**config.mk**
```make
export PLATFORM = sky130hd
export DESIGN_NAME = ctc_timer_with_event_postscaler_unit_flat
export DESIGN_NICKNAME = d
export VERILOG_FILES = /design/src/hdl/ctc_pkg.sv /design/src/hdl/ctc_in_if.sv /design/src/hdl/ctc_out_if.sv /design/src/hdl/ctc_core.sv /design/src/hdl/ctc_skid.sv /design/src/hdl/ctc_timer_with_event_postscaler_unit.sv /design/src/flat_wrapper.sv
export SDC_FILE = /design/constraint.sdc
export NUM_CORES = 1
export LEC_CHECK = 0
export ABC_AREA = 1
export BUFFER_PORTS_ARGS = -buffer_cell sky130_fd_sc_hd__buf_2
export CORE_MARGIN = 5
export CORE_UTILIZATION = 49
export DETAILED_ROUTE_END_ITERATION = 6
export PLACE_DENSITY = 0.82
export SLEW_MARGIN = 20
export SYNTH_ARGS = -nofsm -noshare
export SYNTH_HDL_FRONTEND = slang
export SYNTH_SLANG_ARGS = --single-unit
```
**constraint.sdc**
```tcl
create_clock -name clk -period 2.7 [get_ports clk]
set_input_delay 0.54 -clock clk [delete_from_list [all_inputs] [get_ports clk]]
set_output_delay 0.54 -clock clk [all_outputs]
set_load 0.005 [all_outputs]
```
**src/hdl/ctc_pkg.sv**
```systemverilog
// Shared types, constants and a helper function of the CTC timer.
`default_nettype none

package ctc_pkg;

    localparam int COUNT_BITS    = 8;
    localparam int POST_BITS     = 16;
    localparam int PRESC_BITS    = 10;
    localparam int CFG_ADDR_BITS = 4;
    localparam int CFG_DATA_BITS = 32;

    localparam logic [2:0] PRESC_STOP    = 3'd0;
    localparam logic [2:0] PRESC_DIV1    = 3'd1;
    localparam logic [2:0] PRESC_DIV8    = 3'd2;
    localparam logic [2:0] PRESC_DIV64   = 3'd3;
    localparam logic [2:0] PRESC_DIV256  = 3'd4;
    localparam logic [2:0] PRESC_DIV1024 = 3'd5;

    typedef enum logic [1:0] {
        REG_PRESCALE = 2'd0,
        REG_COMPARE  = 2'd1,
        REG_POST_N   = 2'd2,
        REG_IRQ_EN   = 2'd3
    } cfg_reg_t;

    typedef struct packed {
        logic [2:0]  prescale_select;
        logic [7:0]  compare_value;
        logic [15:0] matches_per_callback;
        logic        match_irq_enable;
    } ctc_cfg_t;

    typedef struct packed {
        logic [7:0] timer_count;
        logic       match_flag;
        logic       match_pulse;
        logic       callback_event;
    } ctc_result_t;

    typedef struct packed {
        logic                  running;
        logic [PRESC_BITS-1:0] mask;
    } presc_t;

    function automatic presc_t presc_decode(input logic [2:0] sel);
        presc_t p;
        p.running = 1'b1;
        unique case (sel)
            PRESC_DIV1:    p.mask = PRESC_BITS'(0);
            PRESC_DIV8:    p.mask = PRESC_BITS'(7);
            PRESC_DIV64:   p.mask = PRESC_BITS'(63);
            PRESC_DIV256:  p.mask = PRESC_BITS'(255);
            PRESC_DIV1024: p.mask = '1;
            default:
            begin
                p.running = 1'b0;
                p.mask    = '0;
            end
        endcase
        return p;
    endfunction

endpackage

`default_nettype wire

```
**src/hdl/ctc_in_if.sv**
```systemverilog
// Input channel: one input clock word per handshake.
`default_nettype none

interface ctc_in_if;
    logic valid;
    logic ready;
    logic clock_enable;
    logic clear_match_flag;

    modport source (output valid, output clock_enable, output clear_match_flag, input ready);
    modport sink (input valid, input clock_enable, input clear_match_flag, output ready);
endinterface

`default_nettype wire

```
**src/hdl/ctc_out_if.sv**
```systemverilog
// Output channel: one timer status word per handshake.
`default_nettype none

interface ctc_out_if;
    logic       valid;
    logic       ready;
    logic [7:0] timer_count;
    logic       match_flag;
    logic       match_pulse;
    logic       callback_event;

    modport source (
        output valid, output timer_count, output match_flag,
        output match_pulse, output callback_event, input ready
    );
    modport sink (
        input valid, input timer_count, input match_flag,
        input match_pulse, input callback_event, output ready
    );
endinterface

`default_nettype wire

```
**src/hdl/ctc_core.sv**
```systemverilog
// Prescaler, clear-on-compare counter, sticky flag and match postscaler.
`default_nettype none

module ctc_core (
    input  wire                  clk,
    input  wire                  rst_n,
    input  ctc_pkg::ctc_cfg_t    cfg,
    input  wire                  accept,
    input  wire                  clock_enable,
    input  wire                  clear_match_flag,
    output ctc_pkg::ctc_result_t result
);
    import ctc_pkg::*;

    localparam logic [31:0] POST_MAX = 32'((64'd1 << POST_BITS) - 64'd1);

    logic [PRESC_BITS-1:0] presc_reg, presc_next;
    logic [COUNT_BITS-1:0] count_reg, count_next;
    logic                  flag_reg, flag_next;
    logic [POST_BITS-1:0]  post_reg, post_next;

    presc_t                p;
    logic                  tick;
    logic                  match;
    logic                  cb;
    logic [31:0]           n_wide;
    logic [POST_BITS-1:0]  n_post;

    always_comb
    begin
        p          = presc_decode(cfg.prescale_select);
        tick       = 1'b0;
        match      = 1'b0;
        cb         = 1'b0;
        presc_next = presc_reg;
        count_next = count_reg;
        post_next  = post_reg;
        n_wide     = 32'(cfg.matches_per_callback);
        n_post     = (n_wide > POST_MAX) ? POST_BITS'(POST_MAX) : POST_BITS'(n_wide);

        if (clock_enable && p.running)
        begin
            tick       = (presc_reg & p.mask) == p.mask;
            presc_next = presc_reg + PRESC_BITS'(1);
        end

        if (tick)
        begin
            if (count_reg == COUNT_BITS'(cfg.compare_value))
            begin
                count_next = '0;
                match      = 1'b1;
            end
            else
            begin
                count_next = count_reg + COUNT_BITS'(1);
            end
        end

        flag_next = (flag_reg && !clear_match_flag) || match;

        if (match && cfg.match_irq_enable)
        begin
            if (post_reg < n_post)
            begin
                post_next = post_reg + POST_BITS'(1);
            end
            else
            begin
                post_next = POST_BITS'(1);
                cb        = 1'b1;
            end
        end

        result.timer_count    = count_next[7:0];
        result.match_flag     = flag_next;
        result.match_pulse    = match;
        result.callback_event = cb;
    end

    always_ff @(posedge clk or negedge rst_n)
    begin
        if (!rst_n)
        begin
            presc_reg <= '0;
            count_reg <= '0;
            flag_reg  <= 1'b0;
            post_reg  <= POST_BITS'(1);
        end
        else if (accept)
        begin
            presc_reg <= presc_next;
            count_reg <= count_next;
            flag_reg  <= flag_next;
            post_reg  <= post_next;
        end
    end

endmodule

`default_nettype wire

```
**src/hdl/ctc_skid.sv**
```systemverilog
// Two-entry result buffer: output register plus skid register.
`default_nettype none

module ctc_skid (
    input  wire                  clk,
    input  wire                  rst_n,
    input  wire                  push,
    input  ctc_pkg::ctc_result_t push_word,
    output logic                 can_push,
    output logic                 pop_valid,
    input  wire                  pop_ready,
    output ctc_pkg::ctc_result_t pop_word
);
    import ctc_pkg::*;

    logic        main_valid_reg, main_valid_next;
    logic        skid_valid_reg, skid_valid_next;
    ctc_result_t main_reg, main_next;
    ctc_result_t skid_reg, skid_next;
    logic        pop;

    always_comb
    begin
        pop             = main_valid_reg && pop_ready;
        main_valid_next = main_valid_reg;
        skid_valid_next = skid_valid_reg;
        main_next       = main_reg;
        skid_next       = skid_reg;

        if (pop)
        begin
            main_valid_next = skid_valid_reg;
            main_next       = skid_reg;
            skid_valid_next = 1'b0;
        end

        if (push)
        begin
            if (!main_valid_next)
            begin
                main_valid_next = 1'b1;
                main_next       = push_word;
            end
            else
            begin
                skid_valid_next = 1'b1;
                skid_next       = push_word;
            end
        end
    end

    always_ff @(posedge clk or negedge rst_n)
    begin
        if (!rst_n)
        begin
            main_valid_reg <= 1'b0;
            skid_valid_reg <= 1'b0;
        end
        else
        begin
            main_valid_reg <= main_valid_next;
            skid_valid_reg <= skid_valid_next;
        end
    end

    always_ff @(posedge clk)
    begin
        main_reg <= main_next;
        skid_reg <= skid_next;
    end

    assign can_push  = !skid_valid_reg;
    assign pop_valid = main_valid_reg;
    assign pop_word  = main_reg;

endmodule

`default_nettype wire

```
**src/hdl/ctc_timer_with_event_postscaler_unit.sv**
```systemverilog
// Top level: APB registers, timer core and result buffer.
// An accepted word's status is registered in the result buffer before it is shown.
// Throughput: one word per cycle while ready; timer state steps once per accepted word.
// Input ready is registered and drops only when both result slots are full.
// Reset (rst_n low, asynchronous) clears registers to 0, counters to 0, postscaler to 1.
`default_nettype none

module ctc_timer_with_event_postscaler_unit (
    input  wire                                 clk,
    input  wire                                 rst_n,
    ctc_in_if.sink                              in_ch,
    ctc_out_if.source                           out_ch,
    input  wire                                 psel,
    input  wire                                 penable,
    input  wire                                 pwrite,
    input  wire  [ctc_pkg::CFG_ADDR_BITS-1:0]   paddr,
    input  wire  [ctc_pkg::CFG_DATA_BITS-1:0]   pwdata,
    output logic [ctc_pkg::CFG_DATA_BITS-1:0]   prdata,
    output logic                                pready
);
    import ctc_pkg::*;

    ctc_cfg_t    cfg_reg;
    ctc_result_t result;
    ctc_result_t out_word;
    logic        accept;
    logic        can_push;
    logic        cfg_write;
    cfg_reg_t    reg_sel;

    assign pready    = 1'b1;
    assign cfg_write = psel && penable && pwrite && pready;
    assign reg_sel   = cfg_reg_t'(paddr[3:2]);

    always_ff @(posedge clk or negedge rst_n)
    begin
        if (!rst_n)
        begin
            cfg_reg <= '0;
        end
        else if (cfg_write)
        begin
            unique case (reg_sel)
                REG_PRESCALE: cfg_reg.prescale_select      <= pwdata[2:0];
                REG_COMPARE:  cfg_reg.compare_value        <= pwdata[7:0];
                REG_POST_N:   cfg_reg.matches_per_callback <= pwdata[15:0];
                REG_IRQ_EN:   cfg_reg.match_irq_enable     <= pwdata[0];
                default:      cfg_reg <= cfg_reg;
            endcase
        end
    end

    always_comb
    begin
        unique case (reg_sel)
            REG_PRESCALE: prdata = CFG_DATA_BITS'(cfg_reg.prescale_select);
            REG_COMPARE:  prdata = CFG_DATA_BITS'(cfg_reg.compare_value);
            REG_POST_N:   prdata = CFG_DATA_BITS'(cfg_reg.matches_per_callback);
            REG_IRQ_EN:   prdata = CFG_DATA_BITS'(cfg_reg.match_irq_enable);
            default:      prdata = '0;
        endcase
    end

    assign in_ch.ready = can_push;
    assign accept      = in_ch.valid && can_push;

    ctc_core u_core (
        .clk              (clk),
        .rst_n            (rst_n),
        .cfg              (cfg_reg),
        .accept           (accept),
        .clock_enable     (in_ch.clock_enable),
        .clear_match_flag (in_ch.clear_match_flag),
        .result           (result)
    );

    ctc_skid u_skid (
        .clk       (clk),
        .rst_n     (rst_n),
        .push      (accept),
        .push_word (result),
        .can_push  (can_push),
        .pop_valid (out_ch.valid),
        .pop_ready (out_ch.ready),
        .pop_word  (out_word)
    );

    assign out_ch.timer_count    = out_word.timer_count;
    assign out_ch.match_flag     = out_word.match_flag;
    assign out_ch.match_pulse    = out_word.match_pulse;
    assign out_ch.callback_event = out_word.callback_event;

endmodule

`default_nettype wire

```
**src/flat_wrapper.sv**
```systemverilog
// flat-port wrapper written by rule: the top's interface ports become plain ports
module ctc_timer_with_event_postscaler_unit_flat import ctc_pkg::*;
  (clk, rst_n, psel, penable, pwrite, paddr, pwdata, prdata, pready, in_ch_valid, in_ch_clock_enable, in_ch_clear_match_flag, in_ch_ready, out_ch_valid, out_ch_timer_count, out_ch_match_flag, out_ch_match_pulse, out_ch_callback_event, out_ch_ready);
  ctc_in_if in_ch_i ();
  ctc_out_if out_ch_i ();
  input  wire clk;
  input  wire rst_n;
  input  wire psel;
  input  wire penable;
  input  wire pwrite;
  input  wire  [ctc_pkg::CFG_ADDR_BITS-1:0] paddr;
  input  wire  [ctc_pkg::CFG_DATA_BITS-1:0] pwdata;
  output logic [ctc_pkg::CFG_DATA_BITS-1:0] prdata;
  output logic pready;
  input wire logic [$bits(in_ch_i.valid)-1:0] in_ch_valid;
  input wire logic [$bits(in_ch_i.clock_enable)-1:0] in_ch_clock_enable;
  input wire logic [$bits(in_ch_i.clear_match_flag)-1:0] in_ch_clear_match_flag;
  output wire logic [$bits(in_ch_i.ready)-1:0] in_ch_ready;
  output wire logic [$bits(out_ch_i.valid)-1:0] out_ch_valid;
  output wire logic [$bits(out_ch_i.timer_count)-1:0] out_ch_timer_count;
  output wire logic [$bits(out_ch_i.match_flag)-1:0] out_ch_match_flag;
  output wire logic [$bits(out_ch_i.match_pulse)-1:0] out_ch_match_pulse;
  output wire logic [$bits(out_ch_i.callback_event)-1:0] out_ch_callback_event;
  input wire logic [$bits(out_ch_i.ready)-1:0] out_ch_ready;
  assign in_ch_i.valid = in_ch_valid;
  assign in_ch_i.clock_enable = in_ch_clock_enable;
  assign in_ch_i.clear_match_flag = in_ch_clear_match_flag;
  assign in_ch_ready = in_ch_i.ready;
  assign out_ch_valid = out_ch_i.valid;
  assign out_ch_timer_count = out_ch_i.timer_count;
  assign out_ch_match_flag = out_ch_i.match_flag;
  assign out_ch_match_pulse = out_ch_i.match_pulse;
  assign out_ch_callback_event = out_ch_i.callback_event;
  assign out_ch_i.ready = out_ch_ready;
  ctc_timer_with_event_postscaler_unit u_core (.clk(clk), .rst_n(rst_n), .in_ch(in_ch_i), .out_ch(out_ch_i), .psel(psel), .penable(penable), .pwrite(pwrite), .paddr(paddr), .pwdata(pwdata), .prdata(prdata), .pready(pready));
endmodule
```
==> results of run 1 <==
## report_power, final
part | switching [µW] | internal [µW] | leakage [µW]
logic | 290 | 155 | 0.00192
clock network | 472 | 535 | 0.000118
registers | 61.1 | 1410 | 0.000980
total | 823 | 2100 | 0.00302
## stage by stage
step / power (µW) / setup slack, ps / utilization, %
floorplan: 1790 / 809 / -
global placement: 1910 / 529 / 53.9
detailed placement: 1940 / 495 / 53.9
CTS: 2940 / 487 / 56.2
global route: 3080 / 364 / 56.2
finish: 2920 / 463 / 56.2
## routing by layer
metal	GRT usage, %	part of all wire, %	vias up	wire (µm)
met5	0	0	-	0
met4	8.00	1.8	0	202
met3	3.03	6.2	16	675
met2	30.8	46	149	5040
met1	26.7	46	1988	5050
li1	-	-	2097	-
## logic make-up after synthesis
family          count (synthesis)  synth area share, %
fa+ha+maj                      20                 5.09
buf+inv                       108                 10.2
simple gates                  314                 26.9
xor+xnor                       27                 4.81
compound gates                 76                 8.57
other cells                     2                0.153
flops                          87                 44.3
## placed cells by master (no fill, tap or decap), types with 14 or more instances in the layout
master and instances:
nand2_1 203, nor2_1 55, nand3_1 25, inv_1 69
conb_1 17, buf_2 55, dfrtp_1 64, o21ai_0 42
ha_1 20, a21oi_1 14, xor2_1 20
## worst max-delay path, delay by kind of cell
kind	cells	cell delay [ps]
buffers and inverters	3	390
AOI/OAI and AO/OA	1	410
and+or+nand+nor	1	360
## layout make-up
class                           count  area, µm²
Inverter                           78        298
Timing Repair Buffer               62        328
Clock buffer                       12        176
Multi-Input combinational cell    454       2300
Sequential cell                    87       2180
Fill cell                         911       4280
Clock inverter                      4       48.8
Tap cell                          133        166
## cells in the mapped netlist (2+ instances only)
| cell type | number |
|---|---|
| nand2_1 | 203 |
| edfxtp_1 | 11 |
| clkbuf_1 | 8 |
| conb_1 | 2 |
| nor3b_1 | 2 |
| nand2_4 | 2 |
| nor2_1 | 55 |
| o22ai_1 | 6 |
| nor3_1 | 8 |
| o211ai_1 | 2 |
| dfxtp_1 | 11 |
| buf_4 | 18 |
| a21oi_1 | 14 |
| ha_1 | 20 |
| o21ai_0 | 42 |
| dfrtp_1 | 64 |
| o21a_1 | 3 |
| xor2_1 | 20 |
| o221ai_1 | 2 |
| o21ai_1 | 3 |
| nand4_1 | 8 |
| nand3_1 | 25 |
| buf_2 | 2 |
| nor2_8 | 2 |
| inv_2 | 7 |
| nor2_2 | 2 |
| nand2_2 | 2 |
| xnor2_1 | 7 |
| inv_1 | 69 |
## how the worst max path moves through the flow
| stage | startpoint | endpoint | depth (start not counted) |
|---|---|---|---|
| after floorplan | u_core.u_core.post_reg[9] | u_core.u_skid.skid_reg[0] | 10 |
| after global placement | paddr[2] | prdata[5] | 5 |
| after detailed placement | paddr[2] | prdata[4] | 5 |
| after CTS | paddr[2] | prdata[4] | 5 |
| after global routing | u_core.u_core.post_reg[9] | u_core.u_core.post_reg[8] | 12 |
| final | paddr[2] | prdata[4] | 5 |
==> impl_metrics.tcl, run 1 <==
set metrics [dict create \
    r2r_slack_ps 610 \
    worst_pin_slew_ps 664 \
    hold_class "in -> async" \
    drt_iter0_markers 343 \
    critPathMaxStageDelay_ps 410 \
    postPlaceCellArea_um2 5270 \
    synthArstFlopShare_pct 74.7 \
    cts_tree "built" \
    cts.path.max_buffers 2 \
    routabilityCongestion 0.885 \
    fin_cells 830 \
    final.min_clock_period_ps 2240 \
    finalInstanceArea_um2 5490 \
    die_y_um 110 \
    slew_headroom_pct 55.7 \
    wire_per_inst_um 13.2 \
    initial_utilization_pct 50.3 \
    cts.sinks 87 \
    reg2regPathDepth 10 \
    cts.htree.levels 3 \
    worstPathCellList "buf_2 -> inv_1 -> nand2_1 -> o22ai_1 -> buf_2" \
    pin_count 91 \
    setup_violations 0 \
    grt_overflow_total 0 \
    clk_root_buffer_cell "clkbuf_8" \
    synth_edf_count 11 \
    crit_top_cell "buf_2" \
    antenna_found_initial 0 \
    finClkSkew_ps 13.5 \
    drt_pass1_iterations 6 \
    worst-setup-path-type "in -> out" \
    rsz0062_at_grt "false" \
    rr_endpoint "u_core.u_core.post_reg[8]" \
    worstSetupStartpointType "input port" \
    via_count 4250 \
    setup_tns_ps 0 \
    grt_max_degree 33 \
    syn_area_per_cell_um2 7.76 \
    die_area_um2 12100 \
    r2r_start "u_core.u_core.post_reg[7]" \
    synth_area_leaders "dfrtp_1 33%, nand2_1 15%, edfxtp_1 6.7%" \
    yosysUniqueCellTypes 43 \
    worstPathArrival_ps 1700 \
    synthCells 634 \
    whs_ps 191 \
    grt_pass1_vias 4046 \
    grt_pass1_wl_um 18600 \
    holdBufCountCts 0 \
    die_w_um 110 \
    synth_ff_type "dfrtp_1" \
    rows 36 \
    crit_slowest_cell "o22ai_1" \
    yosys.area.top_type "dfrtp_1" \
    track_usage_pct 19.4 \
    route.detailed.drc 0 \
    ys_warn_count 0 \
    dp_cells 814 \
    leakage_uw 0.00302 \
    clkTransAtPathRegs_ps 90 \
    viasPerCell 5.12 \
    power.density_cell_area_nw_per_um2 532 \
    fin_nets 757 \
    peakVddDrop_v 0.000251 \
    post-cts-setup-buffers 0 \
    largest_register_ffs 28 \
    final-hold-violation-count 0 \
    synth.cell_area_um2 4920 \
    port_buffers 55 \
    drtAntennaViolNets 0 \
    clock_latency_ps 370 \
    drv_slew 0 \
    synth_seq_cells 87 \
    drive_gt1_share_pct 13.8 \
    area_growth_pct 11.7 \
    wirelength_um 11000 \
    dp_hpwl_um 8240 \
    max_cap_violations 0 \
    synth_seq_area_share_pct 44.3 \
    critical_path.max_fanout 16 \
    maxClockFrequency_mhz 447 \
    synth_top_area_share_pct 32.6 \
    cp.required_ps 2160 \
    diodes 0 \
    coreArea_um2 9770 \
    cts_made_buffers 9 \
    fin_crit_sh_pct 82.8 \
    status "complete, no violations" \
    cp-end-kind "output pin" \
    cts-resized-gates 0 \
]
No activity file was read; power rests on OpenSTA's default activity.
==> run 2: changes to the inputs <==
ABC_AREA = 0   (was 1)
clock period = 2.15 ns   (was 2.7 ns; I/O delays follow)
==> run 2 against run 1 <==
  * First-iteration DRC count down 40%
  * Clock power up 14%
  * Register-to-register slack worse by 530 ps
  * Worst hold slack worse by 170 ps
  * Sequential share of layout area up 0.52 points
  * Cell area down 1.3%
  * Count of clock-buffer cells in the layout down 2
  * Largest power group unchanged
==> impl_metrics.tcl, run 2 <==
set metrics [dict create \
    status "complete, no violations" \
    grt_pass1_wl_um 17200 \
    pin_count 91 \
    yosys.area.top_type "dfrtp_1" \
    power.density_cell_area_nw_per_um2 889 \
    utilization_pct 56.5 \
    critical_path.max_fanout 17 \
    via_count 3713 \
    synth_seq_area_share_pct 45.8 \
    area_growth_pct 14.1 \
    die_area_um2 11800 \
    crit_family "compound AO/OA/AOI/OAI gates" \
    worst-setup-path-type "reg -> reg" \
    worstPathArrival_ps 2310 \
    wirelength_um 10100 \
    grt_max_degree 31 \
    slew_headroom_pct 55.8 \
    die_y_um 108 \
    synth_most_common_cell "dfrtp_1" \
    syn_area_per_cell_um2 9.78 \
    route.detailed.drc 0 \
    drt_pass1_iterations 5 \
    grt_overflow_total 0 \
    synth_edf_count 11 \
    cts.htree.levels 3 \
    track_usage_pct 18.2 \
    ys_warn_count 0 \
    synth_top_area_share_pct 33.7 \
    diodes 0 \
    whs_ps 23.4 \
    peakVddDrop_v 0.000407 \
    clock_latency_ps 360 \
    fin_cells 690 \
    wire_per_inst_um 14.7 \
    cts.sinks 87 \
    fin_nets 617 \
    clkTransAtPathRegs_ps 90 \
    yosys-top-cells-count "64 x dfrtp_1, 54 x nand2_1, 39 x o21ai_0, 33 x nand3_1, 30 x a22o_1" \
    drive_gt1_share_pct 21.4 \
    rows 36 \
    dp_cells 671 \
    crit_slowest_cell "dfrtp_1" \
    drt_iter0_markers 206 \
    port_buffers 55 \
    r2r_start "u_core.u_core.post_reg[1]" \
    final_cell_mix "64 x dfrtp_1, 55 x buf_2, 54 x nand2_1" \
    worstPathCellList "ha_1 -> nand2_1 -> o21ai_0 -> a31oi_1 -> o21ai_2 -> buf_12 -> nor2_4 -> buf_12 -> a22o_1" \
    synth_seq_cells 87 \
    largest_register_ffs 28 \
    leakage_uw 0.00250 \
    final.min_clock_period_ps 2070 \
    viasPerCell 5.38 \
    clk_root_buffer_cell "clkbuf_8" \
    critPathMaxStageDelay_ps 430 \
    synth.cell_area_um2 4750 \
    fillers 843 \
    cp.required_ps 2390 \
    hold_class "in -> async" \
    worst_pin_slew_ps 661 \
    crit_buf_inv 2 \
    yosysUniqueCellTypes 50 \
    maxClockFrequency_mhz 482 \
    multi_input_area_um2 2330 \
    final-hold-violation-count 0 \
    cts_tree "built" \
    synthArstFlopShare_pct 74.7 \
    synthCells 486 \
    fin_crit_sh_pct 96.4 \
    worstSetupStartpointType "flip-flop" \
    die_w_um 108 \
    cp-end-kind "flip-flop" \
    crit_top_cell "buf_12" \
    synth_area_leaders "dfrtp_1 34%, edfxtp_1 6.9%, a22o_1 5.5%" \
    finClkSkew_ps 11.6 \
    cp-startpoint "u_core.u_core.post_reg[1]" \
    max_cap_violations 0 \
    synth_ff_type "dfrtp_1" \
    drtAntennaViolNets 0 \
    grt_pass1_vias 3729 \
    initial_utilization_pct 49.5 \
    dp_hpwl_um 7450 \
    routabilityCongestion 0.827 \
    seq_area_um2 2180 \
    cts.path.max_buffers 2 \
    cts_made_buffers 9 \
    final_common_cell "dfrtp_1" \
    coreArea_um2 9590 \
    drv_slew 0 \
    setup_violations 0 \
    antenna_found_initial 0 \
]
-- run 2: cell count changes after synthesis, moves of 13 or more --
cell / delta
nand2_1: -149
inv_1: -46
nor2_1: -37
a22o_1: +30
xor2_1: -17
mux2_2: +14
nor2b_1: +13
-- run 2: layer usage --
layer	up-vias	GRT usage [%]	wire, µm	part of all wire (%)
li1	1821	-	-	-
met1	1795	21.9	4380	43
met2	86	32.6	5160	51
met3	11	4.42	466	4.6
met4	0	4.15	123	1.2
met5	-	0	0	0
-- run 2: kinds of logic (layout without fill, tap and decap cells) --
| group | count (synthesis) | in the layout | synth area share [%] |
|---|---|---|---|
| buf+inv | 59 | 115 | 6.55 |
| mux | 18 | 18 | 4.42 |
| xor+xnor | 17 | 17 | 3.13 |
| fa+ha+maj | 20 | 20 | 5.26 |
| simple gates | 167 | 167 | 18.1 |
| flops | 87 | 87 | 45.8 |
| other cells | 2 | 17 | 0.158 |
| compound gates | 116 | 116 | 16.6 |
-- run 2: final cells by class --
cell class / count / share of cell area (%)
clock inverters: 6 / 1.29
well taps: 133 / 3.07
clock buffers: 10 / 2.35
repair buffers: 74 / 8.40
flip-flops and latches: 87 / 40.2
multi-input cells: 355 / 43.0
inverters: 25 / 1.73
-- run 2: power by group --
group          total [µW]  internal, µW  switching (µW)
logic                1370           656             712
clock network        1150           543             608
registers            2300          2020             279
total                4820          3220            1600
-- run 2: metrics by stage --
stage / TNS, ps / total power, µW / worst slack [ps] / instance area [µm²]
final: 0 / 4820 / 77.4 / 5420
after global routing: -69.7 / 5160 / -19.7 / 5420
after CTS: 0 / 4840 / 15.9 / 5380
after detailed placement: 0 / 3690 / 15.2 / 5180
after global placement: 0 / 3610 / 45.0 / 5180
after floorplan: 0 / 3210 / 249 / 4810
-- run 2: path summary, 6_finish.rpt --
path	to	slack, ps	cells past startpoint
worst max-delay path	u_core.u_core.post_reg[2]	80	9
worst min-delay path	u_core.cfg_reg[16]	20	1
worst max register to register	u_core.u_core.post_reg[2]	80	9
worst min register to register	u_core.u_core.presc_reg[9]	500	1
max in group asynchronous	u_core.cfg_reg[2]	1440	2
min in group clk	u_core.cfg_reg[10]	270	3
-- run 2: repair_timing --
action / in CTS / in global routing
pin swaps: 1 / 2
resized for setup: 0 / 1
setup endpoints to repair: 1 / 18
buffers inserted: 0 / 3
hold buffers: 0 / 0
